--- src/rtl/core/cau_pkg.sv ---
package cau_pkg;

    // Data path sizing.
    localparam int DATA_WIDTH = 32;
    localparam int FRAC_BITS  = 16;
    localparam int FIELD_W    = 32;
    localparam int SAT_BITS   = (DATA_WIDTH < 32) ? DATA_WIDTH : 32;
    localparam int ACC_W      = 66;
    localparam int MAG_W      = 64;
    localparam int QUO_W      = 48;
    localparam int DIV_STEPS  = MAG_W + FRAC_BITS;
    localparam int DIV_CNT_W  = $clog2(DIV_STEPS + 1);
    localparam int EXP_W      = 16;
    localparam int EXP_IDX_W  = $clog2(EXP_W);

    localparam logic signed [ACC_W-1:0] SAT_MAX = (66'sd1 <<< (SAT_BITS - 1)) - 66'sd1;
    localparam logic signed [ACC_W-1:0] SAT_MIN = -SAT_MAX - 66'sd1;
    localparam logic signed [ACC_W-1:0] HALF    = 66'sd1 <<< (FRAC_BITS - 1);
    localparam logic signed [ACC_W-1:0] ONE_RAW = 66'sd1 <<< FRAC_BITS;
    localparam logic                    ONE_OVF = (ONE_RAW > SAT_MAX);
    localparam logic signed [ACC_W-1:0] ONE_WIDE = ONE_OVF ? SAT_MAX : ONE_RAW;
    localparam logic signed [FIELD_W-1:0] ONE_VAL = ONE_WIDE[FIELD_W-1:0];

    // Operation codes.
    typedef enum logic [2:0] {
        CMD_ADD   = 3'd0,
        CMD_SUB   = 3'd1,
        CMD_MUL   = 3'd2,
        CMD_DIV   = 3'd3,
        CMD_NEG   = 3'd4,
        CMD_EQUAL = 3'd5,
        CMD_POWER = 3'd6,
        CMD_MAG   = 3'd7
    } t_cmd;

    // Status codes.
    typedef enum logic [1:0] {
        ST_OK      = 2'd0,
        ST_DIVZERO = 2'd1,
        ST_OVF     = 2'd2
    } t_status;

    typedef struct packed {
        logic               ovf;
        logic [FIELD_W-1:0] val;
    } t_sat;

    // Divider result bundle.
    typedef struct packed {
        logic             done;
        logic             big;
        logic [QUO_W-1:0] quo;
    } t_div_res;

    // Clamp a wide signed value to the saturation range.
    function automatic t_sat sat_val(input logic signed [ACC_W-1:0] x);
        t_sat r;
        r.ovf = 1'b0;
        r.val = x[FIELD_W-1:0];
        if (x > SAT_MAX) begin
            r.ovf = 1'b1;
            r.val = SAT_MAX[FIELD_W-1:0];
        end else if (x < SAT_MIN) begin
            r.ovf = 1'b1;
            r.val = SAT_MIN[FIELD_W-1:0];
        end
        return r;
    endfunction

    // Round to nearest with ties upward, then saturate.
    function automatic t_sat round_sat(input logic signed [ACC_W-1:0] acc);
        logic signed [ACC_W-1:0] s;
        s = (acc + HALF) >>> FRAC_BITS;
        return sat_val(s);
    endfunction

    // Apply a sign to a quotient magnitude and saturate.
    function automatic t_sat sat_quo(input logic neg, input logic big,
                                     input logic [QUO_W-1:0] q);
        logic signed [ACC_W-1:0] m;
        t_sat r;
        m = {{(ACC_W - QUO_W){1'b0}}, q};
        r.ovf = 1'b0;
        if (neg) begin
            if (big || (m > -SAT_MIN)) begin
                r.ovf = 1'b1;
                r.val = SAT_MIN[FIELD_W-1:0];
            end else begin
                r.val = 32'(-m);
            end
        end else begin
            if (big || (m > SAT_MAX)) begin
                r.ovf = 1'b1;
                r.val = SAT_MAX[FIELD_W-1:0];
            end else begin
                r.val = m[FIELD_W-1:0];
            end
        end
        return r;
    endfunction

endpackage

--- src/rtl/core/cau_divider.sv ---
module cau_divider (
    input  logic                        i_clk,
    input  logic                        i_rst_n,
    input  logic                        i_start,
    input  logic [cau_pkg::MAG_W-1:0]   i_mag,
    input  logic [cau_pkg::MAG_W-1:0]   i_den,
    output cau_pkg::t_div_res           o_res
);
    import cau_pkg::*;

    localparam int DV_W = MAG_W + FRAC_BITS;

    logic [MAG_W-1:0]     r_rem;
    logic [DV_W-1:0]      r_dv;
    logic [QUO_W-1:0]     r_quo;
    logic                 r_big;
    logic [DIV_CNT_W-1:0] r_cnt;
    logic                 r_busy;
    logic                 r_done;
    logic [MAG_W-1:0]     r_den;

    logic [MAG_W:0]       n_trial;
    logic                 n_ge;
    logic [MAG_W:0]       n_diff;

    // One restoring step per cycle: shift in a dividend bit and try the subtract.
    assign n_trial = {r_rem, r_dv[DV_W-1]};
    assign n_ge    = (n_trial >= {1'b0, r_den});
    assign n_diff  = n_trial - {1'b0, r_den};

    always_ff @(posedge i_clk) begin
        if (!i_rst_n) begin
            r_busy <= 1'b0;
            r_done <= 1'b0;
            r_cnt  <= '0;
        end else begin
            r_done <= 1'b0;
            if (i_start) begin
                r_busy <= 1'b1;
                r_cnt  <= DIV_CNT_W'(DIV_STEPS);
                r_rem  <= '0;
                r_dv   <= {i_mag, {FRAC_BITS{1'b0}}};
                r_quo  <= '0;
                r_big  <= 1'b0;
                r_den  <= i_den;
            end else if (r_busy) begin
                r_rem <= n_ge ? n_diff[MAG_W-1:0] : n_trial[MAG_W-1:0];
                r_dv  <= {r_dv[DV_W-2:0], 1'b0};
                r_quo <= {r_quo[QUO_W-2:0], n_ge};
                r_big <= r_big | r_quo[QUO_W-1];
                r_cnt <= r_cnt - 1'b1;
                if (r_cnt == DIV_CNT_W'(1)) begin
                    r_busy <= 1'b0;
                    r_done <= 1'b1;
                end
            end
        end
    end

    assign o_res.done = r_done;
    assign o_res.big  = r_big;
    assign o_res.quo  = r_quo;

endmodule

--- config.mk ---
export PLATFORM = sky130hd
export DESIGN_NAME = cau_divider
export DESIGN_NICKNAME = d
export VERILOG_FILES = /design/src/rtl/core/cau_pkg.sv /design/src/rtl/core/cau_divider.sv
export SDC_FILE = /design/constraint.sdc
export NUM_CORES = 1
export LEC_CHECK = 0
export BUFFER_PORTS_ARGS = -buffer_cell sky130_fd_sc_hd__buf_2
export CORE_MARGIN = 2
export CORE_UTILIZATION = 60
export CTS_BUF_LIST = sky130_fd_sc_hd__clkbuf_8
export DETAILED_ROUTE_END_ITERATION = 7
export PLACE_DENSITY = 0.91
export SYNTH_ARGS = -nofsm -noshare
export SYNTH_HDL_FRONTEND = slang
export SYNTH_SLANG_ARGS = --single-unit
--- constraint.sdc ---
create_clock -name i_clk -period 7.3 [get_ports i_clk]
set_input_delay 1.46 -clock i_clk [delete_from_list [all_inputs] [get_ports i_clk]]
set_output_delay 1.46 -clock i_clk [all_outputs]
set_load 0.01 [all_outputs]
## Word-level counts from Yosys, hierarchy flattened

Cells that the tools add are included.

| storage, ports and cells | value |
|---|---|
| bits in registers | 265 |
| output and inout port bits | 50 |

| operators by class | value |
|---|---|
| bitwise gates (word level) | 3 |
| reduce and logical (&&, ||, !) cells | 5 |
| multiplexer cells | 12 |
| magnitude comparators | 1 |
| $add $sub $neg | 2 |
| eq/ne operators | 1 |

Operator list:

| operator | number |
|---|---|
| 2-to-1 mux 80 bit | 2 |
| 2-to-1 mux 64 bit | 2 |
| greater-or-equal comparator 65 x 64 -> 1 bit | 1 |
| subtractor 64 bit | 1 |
| 2-to-1 mux 48 bit | 1 |
| 2-to-1 mux 7 bit | 2 |
| equality test 7 x 1 -> 1 bit, second input constant | 1 |
| subtractor 7 x 1 -> 7 bit, second input constant | 1 |
| 2-to-1 mux 1 bit | 5 |
| AND reduction 2 bit | 2 |
| OR reduction 3 bit | 1 |
| NOT 1 bit | 2 |
| nonzero test 2 bit | 1 |
| OR reduction 2 bit | 1 |
| bitwise OR 1 bit | 1 |

## Longest topological paths before layout

Gate-level depths: netlist of the first run.

| logic depth | value |
|---|---|
| depth after elaboration | 4 |
| gate-level depth with buffers | 14 |
| mapped depth without buffers | 12 |

## Worst setup path after synthesis of the first run

Ideal clock, no wire load.

| timing | value |
|---|---|
| path type | input to register |
| start point | input i_start |
| end point | register r_big (enable) |
| slack | 1.020 ns |
| cell stages on the path | 2 |
| buffers on the path | 1 |
| arrival | 5.727 ns |
| cells stage by stage | clkbuf_1 o21a_1 |

| on the way | value |
|---|---|
| longest elaborated chain between the ends | 2 |

Ends and longest elaborated chain:

| what | line | text |
|---|---|---|
| start: declaration | cau_divider.sv:4 | `input logic i_start,` |
| nonzero test 2 bit (no line) | n/a |  |
| AND reduction 2 bit (no line) | n/a |  |
| end signal: assignment | cau_divider.sv:50 | `r_big <= r_big \| r_quo[QUO_W-1];` |
| end: declaration | cau_divider.sv:16 | `logic r_big;` |

No other way between the ends.
A chain may end at the register's enable or synchronous reset.

## Final worst setup path of the first run

| timing | value |
|---|---|
| start point | register r_rem[15] |
| end point | register r_rem[43], data pin |

| on the way | value |
|---|---|
| longest elaborated chain between the ends | 3 |
| elaborated cells on any way between the ends | 4 |

Ends and longest elaborated chain:

| what | line | text |
|---|---|---|
| start: declaration | cau_divider.sv:13 | `logic [MAG_W-1:0] r_rem;` |
| start signal: assignment | cau_divider.sv:47 | `r_rem <= n_ge ? n_diff[MAG_W-1:0] : n_trial[MAG_W-1:0];` |
| subtractor 64 bit or greater-or-equal comparator 65 x 64 -> 1 bit (tied branches) | cau_divider.sv:29, cau_divider.sv:28 |  |
| 2-to-1 mux 64 bit (*) | cau_divider.sv:47 |  |
| 2-to-1 mux 64 bit (*) | cau_divider.sv:46 | `end else if (r_busy) begin` |

Every way passes the cells marked *; elsewhere a longest branch is shown, timed or not. The select of a mux whose other input is x is not followed.

==> flow_summary.yaml, run 1 <==
synthesis:
  ys_types: 67
  ys_ff_latch: 250
  async_flop_share: 0
  synth_area_leader_cell: "edfxtp_1"
  ys_top_cells_by_count: "241 x edfxtp_1, 133 x nand2_1, 117 x a21oi_1, 90 x inv_1, 72 x nor2_1"
  synthesis.nets: 1489
  synthTopCellsByArea: "edfxtp_1 52%, ha_1 5.9%, mux2_2 5.1%, a21oi_1 4.2%, nand2_1 3.6%"
  synth_top_area_frac: 0.519
  syn-instance-count: 1291
  synth_area_per_cell_um2: 10.8
  synth_edf_count: 241
  yosys_warnings: 0
  synth.most_common_cell: "edfxtp_1"
  synth_flop_cell: "edfxtp_1"
  syn_area_mm2: 0.0139
  synth_seq_area_share: 0.532
cells_and_area:
  drive_above_1_share: 0.213
  fin_nets: 1657
  area.growth.synth_to_final_pct: 13.6
  design_area_mm2: 0.0158
floorplan:
  die_x_um: 156
  dieArea_mm2: 0.0245
  design.core.area_mm2: 0.0227
  ios: 181
  die_y_um: 156
  start_util: 0.614
  row_count: 55
worst_setup_path:
  critPathLaunchType: "register"
  critical-path-slowest-cell: "or4b_1"
  path_max_fanout: 45
  required_ns: 7.69
  path_cells: "ha_1 -> nand4_2 -> or3_1 -> or4b_1 -> o31ai_1 -> a21oi_1 -> o221a_4 -> nand2_2 -> buf_4 -> o21ai_0 -> a21oi_1"
  critPathKind: "reg2reg"
  cp_top_family: "simple AND/OR/NAND/NOR gates"
  worst_path_most_repeated_cell: "a21oi_1"
  cpPeakStageDelay_ns: 0.55
  rr_startpoint: "r_rem[15]$_SDFFCE_PP0P_"
  startpoint: "r_rem[15]$_SDFFCE_PP0P_"
  crit_buf_inv: 1
  crit_arrival_ns: 4.61
  cp-end-kind: "register"
route:
  vias_per_cell: 6.09
  wire_per_inst_um: 18.8
  vias: 10800
  antenna_left: 0
  drt_iter0_markers: 1156
  firstDrtPassIters: 6
  drt_wl_total_mm: 33.5
  drc: 0
power:
  switching_power_mw: 1.20
  power.share.combinational: 0.233
  power_density_mw_per_mm2: 249
  vdd_drop_max_uv: 164
  intPower_mw: 2.73
  leakage_nw: 6.46
  p_clk_frac: 0.316
  seqPwrFrac: 0.450
  power_switching_share: 0.305
timing:
  slew_headroom: 0.317
  period_share: 0.579
  clock.fmax_mhz: 237
  tns_ns: 0
  tightest_slew_ns: 1.02
  finalHoldViolations: 0
  setup_viol: 0
  slew_viol_final: 0
  skew_ns: 0.0505
  fin_crit_ns: 4.23
  whs_ns: 0.544
  rsz0062_at_grt: "no"
clock_tree:
  ctsResizeCount: 0
  numCtsBuffers: 42
  cts_setup_buffers: 0
  htreeDepth: 2
  insertion_delay_ns: 0.58
  clock_path_buffers: 3
  cts_hold_buf: 0
  tritoncts: "yes"
  root_buffer: "clkbuf_8"
  cts.sinks: 250
  clkTransAtPathRegs_ns: 0.07
grt:
  antenna_found_initial: 4
  grt_usage: 0.270
  grt_pass1_vias: 10700
  grt_pass1_wl_mm: 52.7
  globalRouteOverflowTotal: 0
  grt_start_max_net_pins: 179
placed_design:
  hpwl_mm: 22.2
  numPortBuffers: 180
  postPlaceCellArea_mm2: 0.0150
  gp_congestion: 0.943
hold_path:
  hold_path.class: "reg2reg"
  min_from: "r_dv[62]$_DFFE_PP_"
job:
  drv_cap: 0
outcome:
  outcome: "finished, final reports clean"
## worst register-to-register path: stages, from the launching register on
cell and delay [ns]:
edfxtp_1 0.40, ha_1 0.51, nand4_2 0.21, or3_1 0.39, or4b_1 0.55, o31ai_1 0.25
a21oi_1 0.09, o221a_4 0.27, nand2_2 0.40, buf_4 0.56, o21ai_0 0.23, a21oi_1 0.19
## path summary, 6_finish.rpt
path / to / slack [ns] / depth (start not counted)
worst max-delay path: r_rem[43]$_SDFFCE_PP0P_ / 3.07 / 11
worst min-delay path: r_dv[63]$_DFFE_PP_ / 0.54 / 1
worst max register to register: r_rem[43]$_SDFFCE_PP0P_ / 3.07 / 11
worst min register to register: r_dv[63]$_DFFE_PP_ / 0.54 / 1
## cells by family (layout without fill, tap and decap cells)
family          after synthesis  in the layout  synth area share
mux                          64             64            0.0516
compound gates              316            316             0.142
flops                       250            250             0.532
other cells                   0              6                 0
simple gates                400            400             0.142
xor+xnor                     44             44            0.0277
fa+ha+maj                    67             67            0.0607
buf+inv                     150            349            0.0431
## metrics by stage
stage / utilization / setup slack (ns) / total power, mW / cells
finish: 0.697 / 3.07 / 3.94 / 1781
global route: 0.697 / 2.78 / 4.12 / 1777
floorplan: - / 1.02 / 2.47 / 1291
global placement: 0.660 / 3.36 / 2.66 / 1700
CTS: 0.696 / 3.13 / 3.94 / 1775
detailed placement: 0.660 / 3.17 / 2.69 / 1700
## sequential cells by signal, indices dropped and copies added (netlist names)
register,flops
r_den,64
r_dv,64
r_rem,64
r_quo,48
r_cnt,7
r_big,1
r_busy,1
r_done,1
## final cells by class
type	count	area (um^2)
inverters	90	338
fillers	1646	6880
clock inverters	29	190
multi-input cells	891	5930
well taps	285	357
diodes	6	15.0
flip-flops and latches	250	7420
repair buffers	184	950
clock buffers	46	633
## routing by layer
layer | global-route usage | vias up | part of all wire
met2 | 0.439 | 515 | 0.47
met1 | 0.353 | 5126 | 0.41
met3 | 0.0676 | 94 | 0.085
li1 | - | 5107 | -
met4 | 0.0992 | 0 | 0.031
met5 | 0 | - | 0
## cells in the final DEF (no fill, tap or decap), types with 30 or more instances in the layout
master and n:
nor2_1 72, clkbuf_8 46, nand4_1 30, buf_2 179, ha_1 66, o21ai_0 54
nor2b_1 54, a21o_1 34, edfxtp_1 241, nand2_1 132, nand3_1 30, a21oi_1 117
inv_1 104, mux2_2 63
## power groups by stage
| stage | Sequential [mW] | Clock [mW] | Combinational, mW |
|---|---|---|---|
| after floorplan | 1.80 | 0 | 0.669 |
| after global placement | 1.79 | 0 | 0.866 |
| after detailed placement | 1.80 | 0 | 0.893 |
| after CTS | 1.77 | 1.27 | 0.903 |
| after global routing | 1.78 | 1.33 | 1.01 |
| final | 1.77 | 1.24 | 0.918 |
No activity file was read; power rests on OpenSTA's default activity.
==> inputs of run 2 (changes only) <==
Clock period 7.3 ns to 4.34 ns, I/O delays scaled along.
==> run 2 against run 1 <==
The flow now finishes with violations (DRC). Clock skew down 0.023 ns. Setup slack lost 2.6 ns. Hold slack lost 0.072 ns. Clock power up 71%. Sequential power rose by 68%. Largest cell class unchanged.
==> flow_summary.yaml, run 2 (same netlist as run 1, synthesis figures left out) <==
outcome:
  outcome: "finished with violations"
  violations: "DRC"
worst_setup_path:
  path_max_fanout: 59
  critPathLaunchType: "register"
  rr_worst_depth: 10
  reg2reg_to: "r_rem[10]$_SDFFCE_PP0P_"
  rr_startpoint: "r_rem[15]$_SDFFCE_PP0P_"
  required_ns: 4.76
  critPathKind: "reg2reg"
  rrSetupSlack_ns: 0.48
  cp-end-kind: "register"
  crit_arrival_ns: 4.29
cells_and_area:
  drive_above_1_share: 0.217
  fin_nets: 1662
  largestRegisters: "r_den x64, r_dv x64, r_rem x64"
  post-route-util: 0.700
  area.growth.synth_to_final_pct: 14.0
  layout_commonest_cell: "edfxtp_1"
  design_area_mm2: 0.0159
  fillCellCount: 1628
  layout_common_cells: "241 x edfxtp_1, 179 x buf_2, 132 x nand2_1, 117 x a21oi_1, 99 x inv_1"
placed_design:
  gp_congestion: 0.944
  postPlaceCellArea_mm2: 0.0150
  numPortBuffers: 180
  hpwl_mm: 22.3
route:
  drt_iter0_markers: 1114
  antenna_left: 0
  wire_per_inst_um: 18.6
  firstDrtPassIters: 8
  drc: 2
  vias_per_cell: 6.05
  vias: 10800
  drt_wl_total_mm: 33.2
grt:
  antenna_found_initial: 2
  grt_usage: 0.272
  grt_start_max_net_pins: 76
  globalRouteOverflowTotal: 0
  grt_pass1_wl_mm: 53.3
  grt_pass1_vias: 10700
clock_tree:
  clock_path_buffers: 3
  cts_hold_buf: 0
  htreeDepth: 2
  numCtsBuffers: 42
  cts.sinks: 250
  cts_setup_buffers: 0
  tritoncts: "yes"
  ctsResizeCount: 0
  clkTransAtPathRegs_ns: 0.07
  insertion_delay_ns: 0.57
  root_buffer: "clkbuf_8"
floorplan:
  dieArea_mm2: 0.0245
  die_x_um: 156
  die_y_um: 156
  ios: 181
  start_util: 0.614
  row_count: 55
  design.core.area_mm2: 0.0227
hold_path:
  min_to: "r_den[23]$_DFFE_PP_"
  min_path_cells: 1
  min_from: "i_den[23]"
  hold_path.class: "in2reg"
timing:
  slew_viol_final: 0
  setup_viol: 0
  tns_ns: 0
  clock.fmax_mhz: 259
  skew_ns: 0.0271
  slew_headroom: 0.401
  period_share: 0.891
  whs_ns: 0.472
  fin_crit_ns: 3.86
  rsz0062_at_grt: "no"
  finalHoldViolations: 0
  tightest_slew_ns: 0.876
power:
  power.share.combinational: 0.234
  intPower_mw: 4.63
  vdd_drop_max_uv: 351
  power_density_mw_per_mm2: 419
  seqPwrFrac: 0.447
  leakage_nw: 6.49
  switching_power_mw: 2.03
  power_switching_share: 0.304
  p_clk_frac: 0.318
job:
  drv_cap: 0
run 2: cell count changes in the layout (fill, tap and decap cells not counted), sizes merged:
cell and change:
buf +5, clkbuf +1, diode -4, inv -5, clkinv +6
run 2: routing by layer:
metal  vias to the layer above  track usage  routed length (um)
li1                       5108            -                   -
met1                      5099        0.359               13700
met2                       511        0.449               15900
met3                        82       0.0595                2800
met4                         0       0.0878                 820
met5                         -            0                   0
run 2: how the worst max path moves through the flow:
stage	startpoint	endpoint	slack (ns)	cells after the start
final	r_rem[15]$_SDFFCE_PP0P_	r_rem[10]$_SDFFCE_PP0P_	0.48	10
after CTS	r_rem[15]$_SDFFCE_PP0P_	r_rem[10]$_SDFFCE_PP0P_	0.50	10
after detailed placement	r_rem[16]$_SDFFCE_PP0P_	r_rem[10]$_SDFFCE_PP0P_	0.52	10
after global routing	r_rem[15]$_SDFFCE_PP0P_	r_rem[10]$_SDFFCE_PP0P_	0.24	10
after global placement	r_rem[15]$_SDFFCE_PP0P_	r_rem[10]$_SDFFCE_PP0P_	0.64	10
after floorplan	i_start	r_big$_SDFFCE_PP0P_	0.48	2
run 2: layout make-up:
type	count	area, um^2	area share
repair buffers	189	1000	0.0629
multi-input cells	891	5930	0.373
clock buffers	47	647	0.0407
diodes	2	5.00	0.000315
well taps	285	357	0.0224
clock inverters	30	200	0.0126
inverters	90	338	0.0213
flip-flops and latches	250	7420	0.467
run 2: through the flow:
stage / instances / power [mW] / worst slack (ns)
3_3_place_gp: 1705 / 4.48 / 0.636
4_1_cts: 1782 / 6.66 / 0.501
3_5_place_dp: 1705 / 4.53 / 0.521
6_report: 1784 / 6.66 / 0.475
2_1_floorplan: 1291 / 4.14 / 0.476
5_1_grt: 1783 / 6.96 / 0.237
run 2: critical path: stages (launching register included):
cell	delay, ns
edfxtp_1	0.39
ha_1	0.48
nand4_2	0.21
or3_1	0.39
or4b_1	0.53
o31ai_1	0.31
a21oi_1	0.10
o221a_4	0.27
and2_4	0.36
or4_1	0.57
nand3_1	0.09
run 2: power by group through the flow:
stage	combinational, mW	clock (mW)	sequential, mW
5_1_grt	1.72	2.25	2.99
6_report	1.56	2.12	2.98
4_1_cts	1.53	2.15	2.98
2_1_floorplan	1.12	0	3.02
3_5_place_dp	1.51	0	3.02
3_3_place_gp	1.47	0	3.01
